`src/rtl/pab_pkg.sv`:
```
// package for the proximity alert beeper: level codes, register indexes,
// queue entry type and back-end state type. no dependencies
package pab_pkg;

  typedef enum logic [1:0] {
    LVL_NONE   = 2'd0,
    LVL_WARN   = 2'd1,
    LVL_DANGER = 2'd2,
    LVL_CRIT   = 2'd3
  } level_e;

  localparam logic CFG_MARGIN  = 1'b0;
  localparam logic CFG_TIMEOUT = 1'b1;

  localparam logic [15:0] DEFAULT_MARGIN = 16'd160;
  localparam logic [31:0] TIMEOUT_RESET  = 32'd60000;
  localparam logic [9:0]  WARN_SPAN      = 10'd700;
  localparam logic [9:0]  WARN_BASE      = 10'd100;
  localparam logic [9:0]  DANGER_MS      = 10'd80;

  localparam int NUM_W  = 26;
  localparam int QUOT_W = 10;

  localparam int QUEUE_DEPTH = 2;

  typedef struct packed {
    level_e             level;
    logic [NUM_W-1:0]   num;
    logic [15:0]        margin;
    logic [31:0]        now;
  } item_t;

  typedef enum logic [1:0] {
    ST_IDLE,
    ST_DIV,
    ST_EXEC
  } back_st_e;

endpackage

```
`src/rtl/pab_front.sv`:
```
// front end: accepts update transactions, clamps the distance and forms
// the warning numerator. depends on pab_pkg
module pab_front (
  input  logic                 clk_i,
  input  logic                 rst_ni,
  input  logic                 in_valid_i,
  output logic                 in_stall_o,
  input  logic [1:0]           level_i,
  input  logic signed [15:0]   distance_i,
  input  logic [31:0]          now_ms_i,
  input  logic [15:0]          margin_cfg_i,
  output logic                 push_o,
  output pab_pkg::item_t       item_o,
  input  logic                 full_i
);
  import pab_pkg::*;

  logic        valid_q, valid_d;
  item_t       item_q, item_d;
  logic [15:0] margin;
  logic [15:0] clamp_dist;
  logic        accept;

  assign margin = (margin_cfg_i == 16'd0) ? DEFAULT_MARGIN : margin_cfg_i;

  always_comb begin
    if (distance_i[15]) begin
      clamp_dist = 16'd0;
    end else if ($unsigned(distance_i) > margin) begin
      clamp_dist = margin;
    end else begin
      clamp_dist = $unsigned(distance_i);
    end
  end

  assign push_o     = valid_q && !full_i;
  assign in_stall_o = valid_q && full_i;
  assign accept     = in_valid_i && !in_stall_o;

  always_comb begin
    item_d = item_q;
    if (accept) begin
      item_d.level  = level_e'(level_i);
      item_d.num    = NUM_W'(clamp_dist * WARN_SPAN);
      item_d.margin = margin;
      item_d.now    = now_ms_i;
    end
  end

  assign valid_d = accept || (valid_q && !push_o);

  always_ff @(posedge clk_i or negedge rst_ni) begin
    if (!rst_ni) begin
      valid_q <= 1'b0;
    end else begin
      valid_q <= valid_d;
    end
  end

  always_ff @(posedge clk_i) begin
    item_q <= item_d;
  end

  assign item_o = item_q;

endmodule

```
`src/rtl/pab_fifo.sv`:
```
// short queue between front and back end
// depends on pab_pkg
module pab_fifo #(
  parameter int Depth = pab_pkg::QUEUE_DEPTH
) (
  input  logic            clk_i,
  input  logic            rst_ni,
  input  logic            push_i,
  input  pab_pkg::item_t  item_i,
  output logic            full_o,
  input  logic            pop_i,
  output pab_pkg::item_t  item_o,
  output logic            empty_o
);
  import pab_pkg::*;

  localparam int PtrW = (Depth > 1) ? $clog2(Depth) : 1;
  localparam int CntW = $clog2(Depth + 1);
  localparam logic [PtrW-1:0] LastPtr = PtrW'(Depth - 1);
  localparam logic [CntW-1:0] FullCnt = CntW'(Depth);

  item_t           mem [Depth];
  logic [PtrW-1:0] wr_q, wr_d, rd_q, rd_d;
  logic [CntW-1:0] cnt_q, cnt_d;

  assign full_o  = (cnt_q == FullCnt);
  assign empty_o = (cnt_q == '0);
  assign item_o  = mem[rd_q];

  always_comb begin
    wr_d  = wr_q;
    rd_d  = rd_q;
    cnt_d = cnt_q;
    if (push_i) begin
      wr_d = (wr_q == LastPtr) ? '0 : wr_q + 1'b1;
    end
    if (pop_i) begin
      rd_d = (rd_q == LastPtr) ? '0 : rd_q + 1'b1;
    end
    if (push_i && !pop_i) begin
      cnt_d = cnt_q + 1'b1;
    end else if (pop_i && !push_i) begin
      cnt_d = cnt_q - 1'b1;
    end
  end

  always_ff @(posedge clk_i or negedge rst_ni) begin
    if (!rst_ni) begin
      wr_q  <= '0;
      rd_q  <= '0;
      cnt_q <= '0;
    end else begin
      wr_q  <= wr_d;
      rd_q  <= rd_d;
      cnt_q <= cnt_d;
    end
  end

  always_ff @(posedge clk_i) begin
    if (push_i) begin
      mem[wr_q] <= item_i;
    end
  end

endmodule

```
`src/rtl/pab_back.sv`:
```
// back end: serial interval divider, alert state update and result register
// depends on pab_pkg
module pab_back (
  input  logic            clk_i,
  input  logic            rst_ni,
  input  logic            empty_i,
  input  pab_pkg::item_t  item_i,
  output logic            pop_o,
  input  logic [31:0]     timeout_cfg_i,
  output logic            out_valid_o,
  input  logic            out_stall_i,
  output logic            status_led_o,
  output logic            buzzer_on_o,
  output logic [9:0]      blink_interval_o
);
  import pab_pkg::*;

  back_st_e          st_q, st_d;
  item_t             work_q;
  logic [NUM_W-1:0]  rem_q, dv_q;
  logic [QUOT_W-1:0] quot_q;
  logic [3:0]        cnt_q;
  logic              exec;
  logic              div_step;

  level_e      lvl_q;
  logic [31:0] start_q, toggle_q;
  logic        phase_q, buz_q, led_q;

  logic        out_valid_q;
  logic        led_out_q, buz_out_q;
  logic [9:0]  intv_out_q;

  // next state
  always_comb begin
    st_d = st_q;
    unique case (st_q)
      ST_IDLE: begin
        if (!empty_i) begin
          st_d = (item_i.level == LVL_WARN) ? ST_DIV : ST_EXEC;
        end
      end
      ST_DIV: begin
        if (cnt_q == 4'd0) begin
          st_d = ST_EXEC;
        end
      end
      ST_EXEC: begin
        if (!out_valid_q || !out_stall_i) begin
          st_d = ST_IDLE;
        end
      end
      default: st_d = ST_IDLE;
    endcase
  end

  // outputs of the controller
  always_comb begin
    pop_o    = 1'b0;
    div_step = 1'b0;
    exec     = 1'b0;
    unique case (st_q)
      ST_IDLE: pop_o    = !empty_i;
      ST_DIV:  div_step = 1'b1;
      ST_EXEC: exec     = !out_valid_q || !out_stall_i;
      default: ;
    endcase
  end

  always_ff @(posedge clk_i or negedge rst_ni) begin
    if (!rst_ni) begin
      st_q <= ST_IDLE;
    end else begin
      st_q <= st_d;
    end
  end

  // restoring divider, one quotient bit per cycle
  logic             ge;
  logic [NUM_W-1:0] rem_sub;
  assign ge      = (rem_q >= dv_q);
  assign rem_sub = rem_q - dv_q;

  always_ff @(posedge clk_i) begin
    if (pop_o) begin
      work_q <= item_i;
      rem_q  <= item_i.num;
      dv_q   <= NUM_W'({item_i.margin, 9'd0});
      quot_q <= '0;
      cnt_q  <= 4'd9;
    end else if (div_step) begin
      if (ge) begin
        rem_q <= rem_sub;
      end
      quot_q <= {quot_q[QUOT_W-2:0], ge};
      dv_q   <= dv_q >> 1;
      cnt_q  <= cnt_q - 4'd1;
    end
  end

  // state update
  logic        chg;
  logic [31:0] start_e, toggle_e;
  logic        phase_e;
  logic        timed_out;
  logic [9:0]  intv;
  logic        lvl_none, lvl_crit;

  logic [31:0] start_nx, toggle_nx;
  logic        phase_nx, buz_nx, led_nx;

  assign chg      = (work_q.level != lvl_q);
  assign start_e  = chg ? work_q.now : start_q;
  assign toggle_e = chg ? 32'd0 : toggle_q;
  assign phase_e  = chg ? 1'b0 : phase_q;
  assign lvl_none = (work_q.level == LVL_NONE);
  assign lvl_crit = (work_q.level == LVL_CRIT);
  assign timed_out = (work_q.now - start_e) >= timeout_cfg_i;

  always_comb begin
    case (work_q.level)
      LVL_WARN:   intv = WARN_BASE + quot_q;
      LVL_DANGER: intv = DANGER_MS;
      default:    intv = 10'd0;
    endcase
  end

  always_comb begin
    start_nx  = start_e;
    toggle_nx = toggle_e;
    phase_nx  = phase_e;
    buz_nx    = buz_q;
    led_nx    = led_q;
    if (lvl_none) begin
      start_nx  = 32'd0;
      toggle_nx = 32'd0;
      phase_nx  = 1'b0;
      buz_nx    = 1'b0;
      led_nx    = 1'b0;
    end else if (lvl_crit) begin
      led_nx = 1'b1;
      buz_nx = !timed_out;
    end else if ((work_q.now - toggle_e) >= {22'd0, intv}) begin
      toggle_nx = work_q.now;
      phase_nx  = !phase_e;
      led_nx    = !phase_e;
      buz_nx    = !phase_e && !timed_out;
    end
  end

  always_ff @(posedge clk_i or negedge rst_ni) begin
    if (!rst_ni) begin
      lvl_q    <= LVL_NONE;
      start_q  <= 32'd0;
      toggle_q <= 32'd0;
      phase_q  <= 1'b0;
      buz_q    <= 1'b0;
      led_q    <= 1'b0;
    end else if (exec) begin
      lvl_q    <= work_q.level;
      start_q  <= start_nx;
      toggle_q <= toggle_nx;
      phase_q  <= phase_nx;
      buz_q    <= buz_nx;
      led_q    <= led_nx;
    end
  end

  // result register
  always_ff @(posedge clk_i or negedge rst_ni) begin
    if (!rst_ni) begin
      out_valid_q <= 1'b0;
    end else if (exec) begin
      out_valid_q <= 1'b1;
    end else if (!out_stall_i) begin
      out_valid_q <= 1'b0;
    end
  end

  always_ff @(posedge clk_i) begin
    if (exec) begin
      led_out_q  <= led_nx;
      buz_out_q  <= buz_nx;
      intv_out_q <= intv;
    end
  end

  assign out_valid_o      = out_valid_q;
  assign status_led_o     = led_out_q;
  assign buzzer_on_o      = buz_out_q;
  assign blink_interval_o = intv_out_q;

endmodule

```
`src/rtl/proximity_alert_beeper_unit.sv`:
```
// top level of the proximity alert beeper: configuration registers, front end,
// queue and back end. depends on pab_pkg, pab_front, pab_fifo, pab_back
//
//   channel  direction  handshake             payload
//   in       input      in_valid_i/in_stall_o  level_i, distance_i, now_ms_i
//   out      output     out_valid_o/out_stall_i status_led_o, buzzer_on_o,
//                                              blink_interval_o
//   cfg      input      cfg_we_i              cfg_idx_i, cfg_wdata_i
//
// a warning transaction passes through the back end as a pop, the serial divider
// of the interval and an update; other levels go from the pop to the update.
// the front end adds one register stage; the queue lets it keep accepting while it has room.
// rst_ni is asynchronous active low: all alert state clears, margin resets
// to 0 and the buzzer timeout to 60000 ms.
// a stalled output holds its result; the back end waits for the register.
module proximity_alert_beeper_unit #(
  parameter int QueueDepth = pab_pkg::QUEUE_DEPTH
) (
  input  logic               clk_i,
  input  logic               rst_ni,
  input  logic               cfg_we_i,
  input  logic               cfg_idx_i,
  input  logic [31:0]        cfg_wdata_i,
  input  logic               in_valid_i,
  output logic               in_stall_o,
  input  logic [1:0]         level_i,
  input  logic signed [15:0] distance_i,
  input  logic [31:0]        now_ms_i,
  output logic               out_valid_o,
  input  logic               out_stall_i,
  output logic               status_led_o,
  output logic               buzzer_on_o,
  output logic [9:0]         blink_interval_o
);
  import pab_pkg::*;

  logic [15:0] margin_q;
  logic [31:0] timeout_q;

  always_ff @(posedge clk_i or negedge rst_ni) begin
    if (!rst_ni) begin
      margin_q  <= 16'd0;
      timeout_q <= TIMEOUT_RESET;
    end else if (cfg_we_i) begin
      case (cfg_idx_i)
        CFG_MARGIN:  margin_q  <= cfg_wdata_i[15:0];
        CFG_TIMEOUT: timeout_q <= cfg_wdata_i;
        default: ;
      endcase
    end
  end

  item_t front_item, queue_item;
  logic  push, full, pop, empty;

  pab_front u_front (
    .clk_i        (clk_i),
    .rst_ni       (rst_ni),
    .in_valid_i   (in_valid_i),
    .in_stall_o   (in_stall_o),
    .level_i      (level_i),
    .distance_i   (distance_i),
    .now_ms_i     (now_ms_i),
    .margin_cfg_i (margin_q),
    .push_o       (push),
    .item_o       (front_item),
    .full_i       (full)
  );

  pab_fifo #(
    .Depth (QueueDepth)
  ) u_fifo (
    .clk_i   (clk_i),
    .rst_ni  (rst_ni),
    .push_i  (push),
    .item_i  (front_item),
    .full_o  (full),
    .pop_i   (pop),
    .item_o  (queue_item),
    .empty_o (empty)
  );

  pab_back u_back (
    .clk_i            (clk_i),
    .rst_ni           (rst_ni),
    .empty_i          (empty),
    .item_i           (queue_item),
    .pop_o            (pop),
    .timeout_cfg_i    (timeout_q),
    .out_valid_o      (out_valid_o),
    .out_stall_i      (out_stall_i),
    .status_led_o     (status_led_o),
    .buzzer_on_o      (buzzer_on_o),
    .blink_interval_o (blink_interval_o)
  );

endmodule

```
`config.mk`:
```
export PLATFORM = sky130hd
export DESIGN_NAME = proximity_alert_beeper_unit
export DESIGN_NICKNAME = d
export VERILOG_FILES = /design/src/rtl/pab_pkg.sv /design/src/rtl/pab_front.sv /design/src/rtl/pab_fifo.sv /design/src/rtl/pab_back.sv /design/src/rtl/proximity_alert_beeper_unit.sv
export SDC_FILE = /design/constraint.sdc
export NUM_CORES = 1
export LEC_CHECK = 0
export ABC_AREA = 1
export BUFFER_PORTS_ARGS = -buffer_cell sky130_fd_sc_hd__buf_2
export CORE_MARGIN = 2
export CORE_UTILIZATION = 65
export DETAILED_ROUTE_END_ITERATION = 8
export PLACE_DENSITY = 0.93
export SLEW_MARGIN = 20
export SYNTH_ARGS = -nofsm -noshare
export SYNTH_HDL_FRONTEND = slang
export SYNTH_HIERARCHICAL = 1
export SYNTH_SLANG_ARGS = --single-unit
export TNS_END_PERCENT = 10
```
`constraint.sdc`:
```
create_clock -name clk_i -period 9 [get_ports clk_i]
set_clock_uncertainty 0.1 [all_clocks]
set_input_delay 1.8 -clock clk_i [delete_from_list [all_inputs] [get_ports clk_i]]
set_output_delay 1.8 -clock clk_i [all_outputs]
set_load 0.01 [all_outputs]
```
==> reports/results.txt <==
Status: complete, no violations
Seq cells post-synth: 462
Starting Density: 65.8%
Clock buffer depth: 3
FILL cells: 2966
Core Area: 43000 um2
GRT Total Usage: 31.1%
Max Freq: 0.147 GHz
Routed Antenna Nets: 0
Ys Warns: 6
Critical Path RT: 9210 ps
Period minus WS final: 6810 ps
Worst slack, placed: 1650 ps
First-pass GRT wire length: 110000 um
Congestion Overflow GR: 0
# port buffers: 101
Commonest register cell after synthesis: edfxtp_1
Final Hold Viols: 0
CTS H-tree lvls: 2
Placed Cells: 3726
Fin cells: 3811
Synthesized area per cell: 9.08 um2
Cell Area, Synth: 28300 um2
Floorplan die width: 213 um
Worst Hold Launch: u_front/item_o[27]$_DFFE_PP_
Critical Path Sink: u_front/item_o[70]$_DFFE_PP_
Vias in the first global route: 21.8k
Clk Latency, worst-skew pair: 590 ps
R2r startpoint: margin_q[1]$_DFFE_PN0P_
TritonCTS buffer count: 46
Pin count of the biggest net entering global routing: 83
Number of setup buffers added after CTS: 0
CTS tree: done
Area Growth Syn to Fin: 8.28%
Hold Crit Class: flip-flop to flip-flop
Ys async rst share: 27.1%
Final setup vio count: 0
Synthesized instance count: 3115
DRC Markers: 0
Drt wl/cell: 18.2 um
Reg-to-reg setup timing slack: 2450 ps
Worst reg2reg path depth: 30
Post-synthesis sequential area ratio: 46.1%
Post-CTS resize count: 0
Total clock sinks: 462
Crit path from: distance_i[11]
Chip height: 213 um
CTS root buffer: clkbuf_16
DR vias/cell: 5.89
DRT Pass-1 Iters: 7
Setup TNS Final: 0 ps
Worst-Margin Slew: 1100 ps
Crit path DAT: 7030 ps
DR iter-0 viols: 2321
Die area: 45200 um2
CP startpoint kind: primary input
Total Wirelength: 69200 um
Fin nets: 3553
Clock-pin slew on the worst setup and hold paths: 60 ps
Post-synth EDFFs: 314
Critical Path End Type: flip-flop
Worst Path Class, Setup: primary input to flip-flop
Share of cells above drive strength 1: 10.4%
Initial antenna violation count: 0
Vias post-DR: 22.5k
Post-detail-place hpwl: 48600 um
I/O pin cnt: 102
GPL Wtd Cong: 0.949
FP Rows: 76
Slew margin rel.: 26.5%
Unrepaired setup endpoints after global routing: false
Crit-path max FO: 21
Final Cycle Share: 75.7%
Setup WS post-layout: 2190 ps
Count of cell types in the netlist: 57
RR Endpoint: u_front/item_o[70]$_DFFE_PP_
Max Slew Vio Count: 0
Hold buffers post-CTS: 0
Max_cap viols: 0
## critical path, cell delays in order
cell and delay, ps:
buf_2 110, ha_1 290, nand2_1 70, inv_2 60
nand3_2 60, nor3_2 170, nand3_2 370, nand2_2 340
nor2_1 60, nor2_1 500, ha_1 360, fa_1 490
fa_1 490, inv_1 50, fa_1 470, inv_1 40
ha_1 350, a21oi_1 270, o21ai_0 110, inv_1 100
nor2_1 50, nor3_1 200, nand2_1 100, nand2_1 70
nand2_1 40
## through the flow
| stage | utilization [%] | hold slack, ps | cell area (um2) |
|---|---|---|---|
| 6_report | 71.2 | 341 | 30600 |
| 5_1_grt | 71.2 | 351 | 30600 |
| 4_1_cts | 71.2 | 345 | 30600 |
| 3_5_place_dp | 67.9 | 329 | 29200 |
| 3_3_place_gp | 67.9 | 323 | 29200 |
| 2_1_floorplan | - | 321 | 28300 |
## sequential cells by signal (all words and copies together), names as in the netlist, 10 cells and up
| register | flops |
|---|---|
| margin_q | 16 |
| timeout_q | 32 |
| u_back/blink_interval_o | 10 |
| u_back/dv_q | 25 |
| u_back/quot_q | 10 |
| u_back/rem_q | 26 |
| u_back/start_q | 32 |
| u_back/toggle_q | 32 |
| u_back/work_q | 34 |
| u_fifo/mem | 152 |
| u_front/item_o | 74 |
## per-layer routing
metal	global-route usage, %	share of wire (%)
met1	42.1	40
met2	51.0	47
met3	5.04	10
met4	10.9	3.5
met5	0	0
## logic make-up after synthesis
| logic type | count (synthesis) | synth area share [%] |
|---|---|---|
| mux | 76 | 3.42 |
| simple gates | 1219 | 18.1 |
| xor+xnor | 67 | 2.07 |
| flops | 462 | 46.1 |
| other cells | 1 | 0.0133 |
| compound gates | 455 | 8.70 |
| fa+ha+maj | 276 | 13.7 |
| buf+inv | 559 | 7.94 |
## Yosys cell counts, types with 9 or more instances
cell        n  area share [%]
nor2_1    155             2.1
nand2_1   790              10
o21bai_1   10            0.27
mux2_2     46             1.8
clkbuf_1   53            0.70
o22ai_1    32            0.71
dfrtp_1   118              10
nand2_2    12            0.27
a31oi_1    10            0.22
a21oi_1   201             3.6
xnor2_1    23            0.71
xor2_1     44             1.4
buf_4       9            0.24
buf_2      13            0.23
fa_1       56             4.0
dfxtp_1    23             1.6
or2_2      15            0.33
nand3_1   148             2.6
o21ai_1    33            0.58
inv_1     460             6.1
o21ai_0   134             2.4
mux2_4     30             1.6
edfxtp_1  314              33
ha_1      220             9.7
nand4_1    33            0.73
nor3_1     25            0.44
## placed cells by master, fill, tap and decap left out, types with 7 or more instances in the layout
master	n
inv_1	459
clkbuf_1	9
nand2_1	789
nand4_1	33
nor3_1	25
clkbuf_16	46
nor2_4	7
a31oi_1	10
mux2_2	46
nand2_2	13
buf_2	100
nor2_2	8
clkinv_2	13
o21ai_1	33
dfstp_2	7
nor2_1	151
clkinv_1	7
o21bai_1	10
dfxtp_1	23
xor2_1	44
xnor2_1	23
nand3_1	148
o22ai_1	32
or2_2	15
o21ai_0	134
a21oi_1	201
dfrtp_1	117
edfxtp_1	314
nand3b_1	7
mux2_4	30
inv_2	7
fa_1	56
ha_1	220
buf_4	12
## worst min-delay path by stage
stage / cells after the start / end
finish: 0 / u_fifo/mem[0][27]$_DFFE_PP_
global placement: 0 / u_fifo/mem[0][51]$_DFFE_PP_
detailed placement: 0 / u_fifo/mem[1][29]$_DFFE_PP_
CTS: 0 / u_fifo/mem[1][29]$_DFFE_PP_
global route: 0 / u_fifo/mem[0][29]$_DFFE_PP_
floorplan: 0 / u_fifo/mem[0][0]$_DFFE_PP_
## cell type report
cell class	count	area [um2]	area share (%)
Antenna cell	1	2.50	0.00817
Clock buffer	59	1240	4.05
Clock inverter	25	204	0.666
Inverter	471	1770	5.78
Multi-Input combinational cell	2095	13000	42.6
Sequential cell	462	13000	42.6
Tap cell	585	732	2.39
Timing Repair Buffer	113	602	1.97
Power is not shown: default switching activity piles up to over one toggle a cycle in this logic, so the estimate is an artifact.
